`src/rtl/core/svm_pkg.sv`:
```
// ----------------------------------------------------------------------------
// svm_pkg
// Shared types, sizes and codes of the stack machine execution unit.
// ----------------------------------------------------------------------------
package svm_pkg;

  localparam int unsigned VS_DEPTH   = 1024;
  localparam int unsigned CS_DEPTH   = 256;
  localparam int unsigned HEAP_DEPTH = 4096;
  localparam int unsigned PC_W       = 16;

  localparam int unsigned VS_AW = (VS_DEPTH > 1) ? $clog2(VS_DEPTH) : 1;
  localparam int unsigned VS_CW = $clog2(VS_DEPTH + 1);
  localparam int unsigned CS_AW = (CS_DEPTH > 1) ? $clog2(CS_DEPTH) : 1;
  localparam int unsigned CS_CW = $clog2(CS_DEPTH + 1);
  localparam int unsigned HP_AW = (HEAP_DEPTH > 1) ? $clog2(HEAP_DEPTH) : 1;
  localparam int unsigned PLEN_W = 17;

  typedef enum logic [4:0] {
    OP_PUSH  = 5'd0,  OP_COPY  = 5'd1,  OP_SLIDE = 5'd2,  OP_DUP   = 5'd3,
    OP_SWAP  = 5'd4,  OP_POP   = 5'd5,  OP_ADD   = 5'd6,  OP_SUB   = 5'd7,
    OP_MUL   = 5'd8,  OP_DIV   = 5'd9,  OP_MOD   = 5'd10, OP_STORE = 5'd11,
    OP_LOAD  = 5'd12, OP_PUTC  = 5'd13, OP_PUTI  = 5'd14, OP_GETC  = 5'd15,
    OP_GETI  = 5'd16, OP_CALL  = 5'd17, OP_JMP   = 5'd18, OP_JZ    = 5'd19,
    OP_JNEG  = 5'd20, OP_RET   = 5'd21, OP_HALT  = 5'd22
  } op_e;

  typedef enum logic [2:0] {
    ERR_NONE  = 3'd0, ERR_PC   = 3'd1, ERR_UNDER = 3'd2, ERR_OVER = 3'd3,
    ERR_CALL  = 3'd4, ERR_HEAP = 3'd5, ERR_DIV0  = 3'd6
  } err_e;

  typedef enum logic [2:0] {
    ST_IDLE, ST_RD_TOP, ST_RD_SEC, ST_EXEC, ST_DIV, ST_WR1, ST_WR2
  } state_e;

  typedef struct packed {
    logic accept;
    logic rd_top;
    logic rd_sec;
    logic exec;
    logic wr1;
    logic wr2;
  } cmd_t;

  typedef struct packed {
    logic div_go;
    logic div_done;
    logic two_writes;
  } status_t;

  localparam int unsigned REG_PROGRAM_LENGTH = 0;

endpackage

```
`src/rtl/core/svm_controller.sv`:
```
// ----------------------------------------------------------------------------
// svm_controller
// Sequencer for read, execute, divide and write-back of one instruction.
// ----------------------------------------------------------------------------
module svm_controller
  import svm_pkg::*;
(
  input  logic    clk_i,
  input  logic    rst_ni,
  input  logic    in_valid_i,
  input  logic    out_busy_i,
  output logic    in_ready_o,
  input  status_t status_i,
  output cmd_t    cmd_o
);

  state_e state_q, state_d;

  always_ff @(posedge clk_i or negedge rst_ni) begin
    if (!rst_ni) begin
      state_q <= ST_IDLE;
    end else begin
      state_q <= state_d;
    end
  end

  always_comb begin
    state_d    = state_q;
    cmd_o      = '0;
    in_ready_o = 1'b0;
    case (state_q)
      ST_IDLE: begin
        in_ready_o = !out_busy_i;
        if (in_valid_i && !out_busy_i) begin
          cmd_o.accept = 1'b1;
          state_d      = ST_RD_TOP;
        end
      end
      ST_RD_TOP: begin
        cmd_o.rd_top = 1'b1;
        state_d      = ST_RD_SEC;
      end
      ST_RD_SEC: begin
        cmd_o.rd_sec = 1'b1;
        state_d      = ST_EXEC;
      end
      ST_EXEC: begin
        cmd_o.exec = 1'b1;
        state_d    = status_i.div_go ? ST_DIV : ST_WR1;
      end
      ST_DIV: begin
        if (status_i.div_done) state_d = ST_WR1;
      end
      ST_WR1: begin
        cmd_o.wr1 = 1'b1;
        state_d   = status_i.two_writes ? ST_WR2 : ST_IDLE;
      end
      ST_WR2: begin
        cmd_o.wr2 = 1'b1;
        state_d   = ST_IDLE;
      end
      default: state_d = ST_IDLE;
    endcase
  end

endmodule
```
`config.mk`:
```
export PLATFORM = sky130hd
export DESIGN_NAME = svm_controller
export DESIGN_NICKNAME = d
export VERILOG_FILES = /design/src/rtl/core/svm_pkg.sv /design/src/rtl/core/svm_controller.sv
export SDC_FILE = /design/constraint.sdc
export NUM_CORES = 1
export LEC_CHECK = 0
export ABC_AREA = 1
export BUFFER_PORTS_ARGS = -buffer_cell sky130_fd_sc_hd__buf_2
export CAP_MARGIN = 20
export CORE_AREA = 2 2 39 41
export DETAILED_ROUTE_END_ITERATION = 8
export DIE_AREA = 0 0 41 43
export PLACE_DENSITY = 0.49
export SETUP_SLACK_MARGIN = 0.1
export SLEW_MARGIN = 0
export SYNTH_ARGS = -nofsm -noshare
export SYNTH_HDL_FRONTEND = slang
export SYNTH_SLANG_ARGS = --single-unit
```
`constraint.sdc`:
```
create_clock -name clk_i -period 1.2 [get_ports clk_i]
set_input_delay 0.12 -clock clk_i [delete_from_list [all_inputs] [get_ports clk_i]]
set_output_delay 0.12 -clock clk_i [all_outputs]
set_load 0.05 [all_outputs]
```
==> results.md <==
* All-layer global routing usage at 0.07661
* Area Overhead vs Synth at 153.0%
* Post-synthesis net count at 38
* Design area at 519.2 um^2
* DR vias/cell at approximately 4.0
* Met2 wire len at 346 um
* Max Cap Viol at 0
* I/O Buffers at 13
* Reg2Reg Setup Slack at 0.02 ns
* Most common cell after layout, fill and taps aside: buf_6
* Max reg flops at 3
* Setup WS post-layout at -0.07417 ns
* Crit Path Category: flip-flop to output port
* Max FO, Critical Path at 7
* Clock sink count at 3
* Worst slew pin tran at 0.1915 ns
* 1st-iter DRT viols at 0
* Most flops, register: state_q
* Post-route insts no fill at 71
* N_diodes at 0
* Power Total at 1549 uW
* Die height at 43 um
* Worst VDD drop at 0.8569 mV
* CP endpoint kind: output port
* Die area at between 1500 and 2000 um^2
* TritonRoute pass-1 iters at 1
* Vias at 286
* Clk slew on worst S/H paths at roughly 0.040 ns
* CTS root buffer: clkbuf_4
* Initial core utilization at 0.1483
* Placed cell areas at 369.1 um^2
* DR DRC count at 0
* Commonest cells after routing, fill and taps aside: buf_6 (7), buf_2 (6), nor2_4 (4), buf_8 (4)
* R2R Path End: state_q[0]$_DFFE_PN0P_
* CTS max path bufs at 2
* Synth Area per Inst at roughly 6.6 um^2
* Final worst path period share at 1.062
* Row count at 14
* Final setup viols at 6
* Worst slew margin at 0.8723
* Final Wtd Congestion at about 0.66
* Outcome: complete, but fails checks
* Worst path required time at 1.08 ns
* Fin nets at 63
* Congestion Overflow GR at 0
* Layout Skew at a little over 0.0008 ns
* Clock latency on the worst-skew pair at 0.23 ns
* CP Data Arrival Time at 1.15 ns
* Final Hold Viols at 0
* Chip width at 41 um
* Inserted Clock Buffers at 3
* Failing checks: setup timing
* Final ANT Viol Nets at 0
* Largest net degree at the start of global routing at 8
* Worst hold path type: input pin to asynchronous set/reset pin
* Boundary Pins at 14
* Number of global-route vias before repair at 260
* Pins over their slew limit at 0
* RSZ-0062 raised after global routing: yes
* YS warnings at 0
* Biggest registers after layout: state_q x3
* Hpwl dp at 467.1 um
* Pleak at 0.0002536 uW
* Synthesized instance count at 31
* Launching point of the worst reg2reg path: state_q[0]$_DFFE_PN0P_
* Wire length on met3 at 44 um
* CTS HTree Levels at 1
* Share of layout cells above drive strength 1 at 0.7091
* Register bit total from synthesis at 3
* Post-Syn Area at between 200 and 250 um^2
* Register-to-Register Path Depth at 7
* Metal1 wirelength at 226 um
* Synth top area cells: dfrtp_1 (37%), inv_1 (13%), nand3_1 (9.8%), nand2_1 (7.3%), nand3b_1 (7.3%)
* TritonCTS clock tree: yes
* Unique masters post-synth at 11
* Setup WS pre-CTS at 0.06323 ns
* Placed Cells at 63
* Final wirelength at 617 um
* Wire per inst at 8.690 um
* Core area at 1384 um^2
* Tmin final at roughly 1.3 ns
* Global-route wire length before repair at approximately 900 um
* PwrDens at 2983 nW/um^2
* Startpoint types: flip-flop
* Synth area leader: dfrtp_1
* Max Freq at 0.7848 GHz
* Top layer in use: met3
* Sequential share of the synthesized area at 0.3659
* Antenna violations before repair at 0
* Share of the synthesized area in the top cell type at 0.3659
-- synth_stat cells --
cell      count
inv_1         7
nand2_1       4
nand3_1       4
nor2_1        4
dfrtp_1       3
a21oi_1       2
nand3b_1      2
nor3_1        2
nand2_2       1
nand4_1       1
nor2_2        1
-- critical path, stage by stage (launching register included) --
cell and delay [ns]:
dfrtp_2 0.47, nor2_4 0.14, nand2_4 0.08, nor2_4 0.09, buf_8 0.15
-- where the power goes --
part           internal (uW)  switching [uW]
combinational            491             625
sequential               159             101
clock                    124            48.6
-- repair_timing --
item | 4_1_cts | 5_1_grt
setup buffers | 2 | 2
hold buffers | 1 | 0
endpoints found under the hold margin | 3 | 0
gates resized for setup | 22 | 7
setup endpoints to repair | 7 | 8
pin swaps | 7 | 5
-- per-layer routing --
metal  vias to the layer above  track usage
li1                        146            -
met1                       132      0.08469
met2                         8       0.1188
met3                         0      0.01571
met4                         0      0.06000
met5                         -            0
-- kinds of logic after synthesis --
group,after synthesis,share of synthesized area
DFF,3,0.3658
and+or+nand+nor,19,0.4573
buffers and inverters,7,0.1281
AOI/OAI and AO/OA,2,0.04878
-- how the worst max path moves through the flow --
stage	start	to	slack [ns]	depth (start not counted)
after floorplan	state_q[1]$_DFFE_PN0P_	cmd_o[4]	0.08	3
after global placement	state_q[0]$_DFFE_PN0P_	cmd_o[5]	0.06	4
after detailed placement	state_q[0]$_DFFE_PN0P_	cmd_o[5]	0.06	4
after CTS	state_q[0]$_DFFE_PN0P_	in_ready_o	-0.1	4
after global routing	state_q[1]$_DFFE_PN0P_	cmd_o[1]	-0.12	3
final	state_q[0]$_DFFE_PN0P_	cmd_o[5]	-0.07	4
-- metrics by stage --
stage	hold slack [ns]	TNS [ns]	util
6_report	0.2093	-0.2757	0.3752
3_5_place_dp	-0.08189	0	0.2667
4_1_cts	0.1993	-0.4035	0.3499
2_1_floorplan	-0.1756	0	-
3_3_place_gp	-0.08074	0	0.2667
5_1_grt	0.2176	-0.6677	0.3752
-- layout make-up --
type                       count  area (um^2)
clock buffer                   4        26.28
fill                         150        864.6
inverter                       7        28.78
multi-input combinational     21        171.4
sequential                     3        78.83
tap                           16        20.02
timing repair buffer          20        193.9
Power figures use the tool's default switching activity.
